## src/rtl/core/pppt_pkg.sv

```systemverilog
// Shared constants and types for the Pauli product phase tracker.
package pppt_pkg;

  localparam int WORD_W   = 64;                  // width of one bit-plane word
  localparam int LANE_BITS = 64;                 // active qubit lanes per word (1..64)
  localparam int PHASE_W  = 2;                   // power of i, mod 4
  localparam int GROUP_W  = 8;                   // lanes per first-level reduction group
  localparam int NGROUP   = (LANE_BITS + GROUP_W - 1) / GROUP_W;
  localparam int PAD_W    = NGROUP * GROUP_W;

  typedef logic [PHASE_W-1:0] phase_t;

  // side information that follows a word down the pipeline
  typedef struct packed {
    logic final_word;
    logic left_negative;
    logic right_negative;
  } ctl_t;

endpackage

```

## src/rtl/core/pppt_lane.sv

```systemverilog
// One qubit lane: product bits and the two-bit mod-4 phase counter.
module pppt_lane import pppt_pkg::*; (
  input  logic clk,
  input  logic rst,
  input  logic accept,
  input  logic final_word,
  input  logic x_left,
  input  logic z_left,
  input  logic x_right,
  input  logic z_right,
  output logic x_product,
  output logic z_product,
  output logic low_next,
  output logic high_next
);

  logic low;
  logic high;
  logic xlzr;
  logic anti;

  assign x_product = x_left ^ x_right;
  assign z_product = z_left ^ z_right;
  assign xlzr      = x_left & z_right;
  assign anti      = (x_right & z_left) ^ xlzr;
  // carry into bit 1 uses the old low bit and the sign of this lane's contribution
  assign high_next = high ^ ((low ^ x_product ^ z_product ^ xlzr) & anti);
  assign low_next  = low ^ anti;

  always_ff @(posedge clk) begin
    if (rst) begin
      low  <= 1'b0;
      high <= 1'b0;
    end else if (accept) begin
      if (final_word) begin
        low  <= 1'b0;
        high <= 1'b0;
      end else begin
        low  <= low_next;
        high <= high_next;
      end
    end
  end

endmodule

```

## src/rtl/core/pppt_merge.sv

```systemverilog
// Merges the lane counters: registered per-group sums, then the final mod-4 total.
module pppt_merge import pppt_pkg::*; (
  input  logic                 clk,
  input  logic                 load,
  input  logic [LANE_BITS-1:0] low_in,
  input  logic [LANE_BITS-1:0] high_in,
  input  ctl_t                 ctl_in,
  output ctl_t                 ctl,
  output phase_t               phase_power
);

  logic [PAD_W-1:0] low_pad;
  logic [PAD_W-1:0] high_pad;
  phase_t           gsum_c [NGROUP];
  logic             ghi_c  [NGROUP];
  phase_t           gsum   [NGROUP];
  logic             ghi    [NGROUP];

  assign low_pad  = PAD_W'(low_in);
  assign high_pad = PAD_W'(high_in);

  // low bits weigh 1, high bits weigh 2: only their parity matters mod 4
  always_comb begin
    for (int g = 0; g < NGROUP; g++) begin
      gsum_c[g] = '0;
      ghi_c[g]  = 1'b0;
      for (int b = 0; b < GROUP_W; b++) begin
        gsum_c[g] = gsum_c[g] + PHASE_W'(low_pad[g*GROUP_W + b]);
        ghi_c[g]  = ghi_c[g] ^ high_pad[g*GROUP_W + b];
      end
    end
  end

  always_ff @(posedge clk) begin
    if (load) begin
      gsum <= gsum_c;
      ghi  <= ghi_c;
      ctl  <= ctl_in;
    end
  end

  always_comb begin
    phase_t tot;
    logic   par;
    tot = '0;
    par = ctl.right_negative;
    for (int g = 0; g < NGROUP; g++) begin
      tot = tot + gsum[g];
      par = par ^ ghi[g];
    end
    phase_power = ctl.final_word ? phase_t'(tot + {par, 1'b0}) : '0;
  end

endmodule

```

## src/rtl/core/pauli_product_phase_tracker_core.sv

```systemverilog
// Top level of the Pauli product phase tracker.
// Multiplies two Pauli strings one 64-bit word of X/Z bit planes per transfer.
// Input channel (in_valid/in_ready): x_left, z_left, x_right, z_right, the two
// signs and final_word. Output channel (out_valid/out_ready): product words,
// phase_power, product_negative, anticommute_flag and final_out.
// Each input transfer gives exactly one output transfer, in order. The product
// words are the XOR of the operands. Every lane keeps a two-bit phase counter;
// on the final word the counters (this word included) are summed mod 4 with the
// right sign, and then cleared. Phase fields are zero on other words.
// Pipeline: lane stage, group reduction stage, output register. Throughput: one
// word per cycle while the receiver does not stall.
// Each stage holds its own valid bit, so while the receiver stalls the input
// keeps being taken until all three stages are full; in_ready then drops.
// Reset (rst, synchronous) empties the pipeline and clears all lane counters.
module pauli_product_phase_tracker_core import pppt_pkg::*; (
  input  logic              clk,
  input  logic              rst,
  input  logic              in_valid,
  output logic              in_ready,
  input  logic [WORD_W-1:0] x_left,
  input  logic [WORD_W-1:0] z_left,
  input  logic [WORD_W-1:0] x_right,
  input  logic [WORD_W-1:0] z_right,
  input  logic              left_negative,
  input  logic              right_negative,
  input  logic              final_word,
  output logic              out_valid,
  input  logic              out_ready,
  output logic [WORD_W-1:0] x_product,
  output logic [WORD_W-1:0] z_product,
  output phase_t            phase_power,
  output logic              product_negative,
  output logic              anticommute_flag,
  output logic              final_out
);

  logic                 accept;
  logic                 ld2;
  logic                 ld3;
  logic                 v1;
  logic                 v2;
  logic [WORD_W-1:0]    xp_c;
  logic [WORD_W-1:0]    zp_c;
  logic [LANE_BITS-1:0] low_c;
  logic [LANE_BITS-1:0] high_c;
  logic [WORD_W-1:0]    xp1;
  logic [WORD_W-1:0]    zp1;
  logic [LANE_BITS-1:0] low1;
  logic [LANE_BITS-1:0] high1;
  ctl_t                 ctl1;
  ctl_t                 ctl2;
  logic [WORD_W-1:0]    xp2;
  logic [WORD_W-1:0]    zp2;
  phase_t               power2;

  assign ld3      = v2 && (!out_valid || out_ready);
  assign ld2      = v1 && (!v2 || ld3);
  assign in_ready = !v1 || ld2;
  assign accept   = in_valid && in_ready;

  for (genvar i = 0; i < WORD_W; i++) begin : g_lane
    if (i < LANE_BITS) begin : g_on
      pppt_lane u_lane (
        .clk        (clk),
        .rst        (rst),
        .accept     (accept),
        .final_word (final_word),
        .x_left     (x_left[i]),
        .z_left     (z_left[i]),
        .x_right    (x_right[i]),
        .z_right    (z_right[i]),
        .x_product  (xp_c[i]),
        .z_product  (zp_c[i]),
        .low_next   (low_c[i]),
        .high_next  (high_c[i])
      );
    end else begin : g_off
      assign xp_c[i] = 1'b0;
      assign zp_c[i] = 1'b0;
    end
  end

  always_ff @(posedge clk) begin
    if (rst) begin
      v1        <= 1'b0;
      v2        <= 1'b0;
      out_valid <= 1'b0;
    end else begin
      if (accept)   v1 <= 1'b1;
      else if (ld2) v1 <= 1'b0;
      if (ld2)      v2 <= 1'b1;
      else if (ld3) v2 <= 1'b0;
      if (ld3)                out_valid <= 1'b1;
      else if (out_ready)     out_valid <= 1'b0;
    end
  end

  always_ff @(posedge clk) begin
    if (accept) begin
      xp1   <= xp_c;
      zp1   <= zp_c;
      low1  <= low_c;
      high1 <= high_c;
      ctl1  <= '{final_word: final_word, left_negative: left_negative,
                 right_negative: right_negative};
    end
    if (ld2) begin
      xp2 <= xp1;
      zp2 <= zp1;
    end
    if (ld3) begin
      x_product        <= xp2;
      z_product        <= zp2;
      phase_power      <= power2;
      product_negative <= ctl2.final_word && (ctl2.left_negative ^ power2[1]);
      anticommute_flag <= power2[0];
      final_out        <= ctl2.final_word;
    end
  end

  pppt_merge u_merge (
    .clk         (clk),
    .load        (ld2),
    .low_in      (low1),
    .high_in     (high1),
    .ctl_in      (ctl1),
    .ctl         (ctl2),
    .phase_power (power2)
  );

endmodule

```

## config.mk

```make
export PLATFORM = sky130hd
export DESIGN_NAME = pauli_product_phase_tracker_core
export DESIGN_NICKNAME = d
export VERILOG_FILES = /design/src/rtl/core/pppt_pkg.sv /design/src/rtl/core/pppt_lane.sv /design/src/rtl/core/pppt_merge.sv /design/src/rtl/core/pauli_product_phase_tracker_core.sv
export SDC_FILE = /design/constraint.sdc
export NUM_CORES = 1
export LEC_CHECK = 0
export BUFFER_PORTS_ARGS = -buffer_cell sky130_fd_sc_hd__buf_2
export CORE_UTILIZATION = 60
export CTS_BUF_LIST = sky130_fd_sc_hd__clkbuf_2 sky130_fd_sc_hd__clkbuf_4 sky130_fd_sc_hd__clkbuf_8
export DETAILED_ROUTE_END_ITERATION = 8
export PLACE_DENSITY_LB_ADDON = 0.25
export SLEW_MARGIN = 0
export SYNTH_ARGS = -nofsm -noshare
export SYNTH_HDL_FRONTEND = slang
export SYNTH_SLANG_ARGS = --single-unit
```

## constraint.sdc

```tcl
create_clock -name clk -period 32.4 [get_ports clk]
set_input_delay 6.48 -clock clk [delete_from_list [all_inputs] [get_ports clk]]
set_output_delay 6.48 -clock clk [all_outputs]
set_load 0.01 [all_outputs]
```

=== Yosys cells after proc, flatten, opt, wreduce, memory -nomap -nowiden ===
Index checks and enable logic that the tools add are counted.

* Add/subtract/negate cells: 64
* $mul: 0
* Divide/modulo/power cells: 0
* Magnitude comparators: 0
* Equal/unequal tests: 0
* Shifts and indexed selects: 0
* Mux-type cells: 135
* Bitwise gates (word level): 769
* Reduce and logical (&&, ||, !) cells: 13

{| class="wikitable"
|+ Operators by type and width
! operator !! count
|-
| XOR 1 bit || 577
|-
| AND 1 bit || 192
|-
| 2-to-1 mux 1 bit || 134
|-
| adder 2 x 1 -> 2 bit || 48
|-
| adder 1 x 1 -> 2 bit || 8
|-
| adder 2 bit || 8
|-
| nonzero test 2 bit || 3
|-
| logical AND 1 bit || 4
|-
| zero test 1 bit || 3
|-
| logical OR 1 bit || 3
|-
| 2-to-1 mux 2 bit || 1
|}

* Flip-flop bits (word level): 678
* Bits in latches: 0
* RAM bits: 0
* Bits in read-only memories: 0
* Input port bits: 263
* Output and inout port bits: 135
* Memories: 0

=== Depth between registers and ports, before layout ===
* Word-level depth: 12
* Gate-level depth with buffers: 12

=== Hierarchy ===
A second synthesis with hierarchy kept.

* Cells, all modules: 2,371
* Area total of the unflattened synthesis: 33,000.4 um2

{| class="wikitable"
|+ Modules (own cells, without submodules)
! module !! instances !! cells each !! area each (um2)
|-
| pauli_product_phase_tracker_core || 1 || 536 || 15,742.6
|-
| pppt_lane || 64 || 25 || 227.7
|-
| pppt_merge || 1 || 235 || 2,683.8
|}

=== Least setup slack after synthesis ===
Ideal clock, no wire load.

* Path type: input port to flip-flop
* From: input out_ready
* To: register u_merge.ctl[0] (netlist name), enable pin
* Data arrival time: 17.735 ns
* Slack: 13.757 ns
* Cell stages on the path: 2
* Cell sequence: nor2b_1 > a21boi_0

* Cells in the longest elaborated chain, start to end: 4

{| class="wikitable"
|+ RTL lines
! item !! RTL line !! RTL
|-
| start, declared || pauli_product_phase_tracker_core.sv:28 || <nowiki>input logic out_ready,</nowiki>
|-
| logical OR 1 bit || pauli_product_phase_tracker_core.sv:56 || <nowiki>assign ld3 = v2 && (!out_valid || out_ready);</nowiki>
|-
| logical AND 1 bit || pauli_product_phase_tracker_core.sv:56 ||
|-
| logical OR 1 bit || pauli_product_phase_tracker_core.sv:57 || <nowiki>assign ld2 = v1 && (!v2 || ld3);</nowiki>
|-
| logical AND 1 bit || pauli_product_phase_tracker_core.sv:57 ||
|-
| named net ld2 || pauli_product_phase_tracker_core.sv:38 || <nowiki>logic ld2;</nowiki>
|-
| end signal, assigned || pppt_merge.sv:38 || <nowiki>ctl <= ctl_in;</nowiki>
|-
| end, declared || pppt_merge.sv:8 || <nowiki>output ctl_t ctl,</nowiki>
|}

The timed path passes the listed nets, and every way through them passes these cells.
A chain may end at the register's enable or synchronous reset.

=== Worst setup path after layout ===
* From: input out_ready
* To: output in_ready

* Cells in the longest elaborated chain, start to end: 5

{| class="wikitable"
|+ RTL lines
! item !! RTL line !! RTL
|-
| logical OR 1 bit || pauli_product_phase_tracker_core.sv:56 ||
|-
| logical AND 1 bit || pauli_product_phase_tracker_core.sv:56 ||
|-
| logical OR 1 bit || pauli_product_phase_tracker_core.sv:57 ||
|-
| logical AND 1 bit || pauli_product_phase_tracker_core.sv:57 ||
|-
| logical OR 1 bit || pauli_product_phase_tracker_core.sv:58 || <nowiki>assign in_ready = !v1 || ld2;</nowiki>
|-
| end, declared || pauli_product_phase_tracker_core.sv:19 || <nowiki>output logic in_ready,</nowiki>
|}

Every way passes these cells.

==> summary.md <==
| Metric | Value |
|---|---|
| Post-synth ARST share | 0 |
| Die H | 230 um |
| Net count after synthesis | 2,730 |
| Die Span X | 230 um |
| Fmax | 0.0737 GHz |
| Clk slew on worst S/H paths | 0.07 ns |
| Synth Flop Type | edfxtp_1 |
| CP max FO | 4 |
| Die ar. | 0.0529 sq mm |
| Tmin final | 13.58 ns |
| Via density | 5.68 |
| WS Path Type | in -> out |
| Post-Syn Area per Cell | 12.9 sq um |
| Slew Limit Headroom | 0.201 |
| Antenna-violating nets left | 0 |
| Final Setup Violations | 0 |
| Post-synthesis xor/xnor area fraction | 0.155 |
| Syn-to-layout area delta | 15.8% |
| CTS tree | built |
| Global-route wire length before repair | 105,000 um |
| Core ar. | 0.0514 sq mm |
| Power per cell area | 61.4 mW/mm^2 |
| Sequential cell area | 0.0190 sq mm |
| Total wire length | 67,200 um |
| Compound-Gate Fraction of Synth Area | 0.0878 |
| CP startpoint kind | input port |
| Yosys top cell by area | edfxtp_1 |
| Resized cells post-CTS | 0 |
| Vias in the first global route | 20,700 |
| Simple-gate share of the synthesized area | 0.102 |
| Initial antenna violation count | 17 |
| Crit path required time | 25.92 ns |
| RSZ-0062 raised after global routing | false |
| Share of cells above drive strength 1 | 0.208 |
| Grt ovf | 0 |
| NumNets Final | 3,130 |
| Row count | 83 |
| # fillers | 3,549 |
| Clock root buffer master | clkbuf_8 |
| Overall Power | 0.00222 W |
| Area contributors post-synth | edfxtp_1 (53%), xor2_1 (9.2%), dfxtp_1 (8.4%) |
| Final Hold Viols | 0 |
| Hpwl dp | 44,000 um |
| WL/cell | 18.6 um |
| Final slew viol count | 0 |
| Cell count after synthesis | 2,429 |
| Quantity of hold-fixing buffers added after cts | 0 |
| Hold Crit Class | reg -> reg |
| Most frequent cell after synthesis | edfxtp_1 |
| Count of input and output buffers | 397 |
| CTS max path bufs | 3 |
| Io pins | 398 |
| CP Capture Type | primary output |
| Fin worst setup slack | 18.82 ns |
| DR vias | 20,500 |
| Initial DRC count | 1,407 |
| Combinational family with the most area after synthesis | XOR/XNOR gates |
| Setup bufs post-CTS | 0 |
| Yosys cell types | 29 |
| Layout Cell Area excl Fill | 0.0362 sq mm |
| DP Worst Slack | 18.83 ns |
| CP Data Arrival Time | 7.10 ns |
| Largest net degree at the start of global routing | 168 |
| LEAKAGE | 13.3 nW |
| Peak VDD IR | 0.0000529 V |
| Crit share post-route | 0.419 |
| Clk_skew | 0.0255 ns |
| Htree depth | 3 |
| #FFs+latches synth | 677 |
| Yosys warnings | 0 |
| Post-synth EDFFs | 546 |
| Worst skew pair latency | 0.70 ns |
| Syn Std Cell Area | 0.0312 sq mm |
| Synth top area share | 0.525 |
| Total CTS buffers | 110 |
| Cell Area, Placed | 0.0337 sq mm |
| Outcome | finished clean |
| Starting Density | 0.607 |
| Mux share of post-synthesis cell area | 0 |
| # clock sinks | 677 |
| Setup TNS | 0 ns |
| Worst-margin pin slew | 1.20 ns |
| Final Util | 0.703 |
| Multi-input logic area | 0.0115 sq mm |
| DRC viols | 0 |
| Drt first pass iters | 5 |
| Synth cell count leaders | edfxtp_1 (546), xor2_1 (329), xnor2_1 (213) |
| Placer Congestion | 0.816 |
| Register area share after synthesis | 0.609 |
| Post-Synth Adder-Cell Area | 0.0222 |
| Max cap viols | 0 |
| Global Route Usage Sum | 0.252 |
[per-layer routing]
layer / routed length [um] / part of all wire / track usage / vias to the layer above
li1: - / - / - / 9719
met5: 132 / 0.0020 / 0 / -
met3: 4270 / 0.063 / 0.0600 / 173
met4: 2390 / 0.036 / 0.113 / 18
met1: 26700 / 0.40 / 0.300 / 10000
met2: 33800 / 0.50 / 0.432 / 606
[worst paths after layout]
path,startpoint,endpoint,slack (ns),cells past startpoint
max,out_ready,in_ready,18.82,3
min,zp1[18],zp2[18],0.40,0
max reg2reg,u_merge.gsum[8],phase_power[1],28.38,12
min reg2reg,zp1[18],zp2[18],0.40,0
[power breakdown]
part           switching, W  internal (W)
Combinational      0.000194      0.000177
Clock              0.000339      0.000450
Sequential        0.0000301       0.00103
Total              0.000563       0.00166
[cell families (layout without fill, tap and decap cells)]
kind of cell,count (synthesis),count (layout)
AO/OA/AOI/OAI,451,451
XOR/XNOR,546,546
adder cells (fa/ha/maj),38,38
other,0,10
buffers and inverters,194,692
AND/OR/NAND/NOR,523,523
flip-flops,677,677
[cell usage in the layout, fill, tap and decap left out, types with 67 or more instances in the layout]
cell	netlist	final
nand2_1	129	128
nor2_1	67	67
edfxtp_1	546	546
a21oi_1	194	194
inv_1	72	71
clkbuf_8	0	130
dfxtp_1	131	131
xnor2_1	213	213
buf_2	5	395
xor2_1	329	329
o21ai_0	128	128
[final cells by class]
type / instances / area share
multi-input combinational: 1558 / 0.318
sequential: 677 / 0.526
inverter: 72 / 0.00768
tap: 680 / 0.0235
clock buffer: 162 / 0.0561
clock inverter: 48 / 0.0106
antenna: 10 / 0.000692
timing repair buffer: 410 / 0.0578
[metrics by stage]
step                hold slack [ns]  instances
floorplan                     0.400       2429
global placement              0.401       3397
detailed placement            0.405       3397
CTS                           0.401       3607
global route                  0.411       3614
finish                        0.404       3617
[critical path, stage by stage]
cell and delay, ns:
buf_2 0.10, nand4b_1 0.29, buf_2 0.22
No activity file was read; power rests on OpenSTA's default activity.
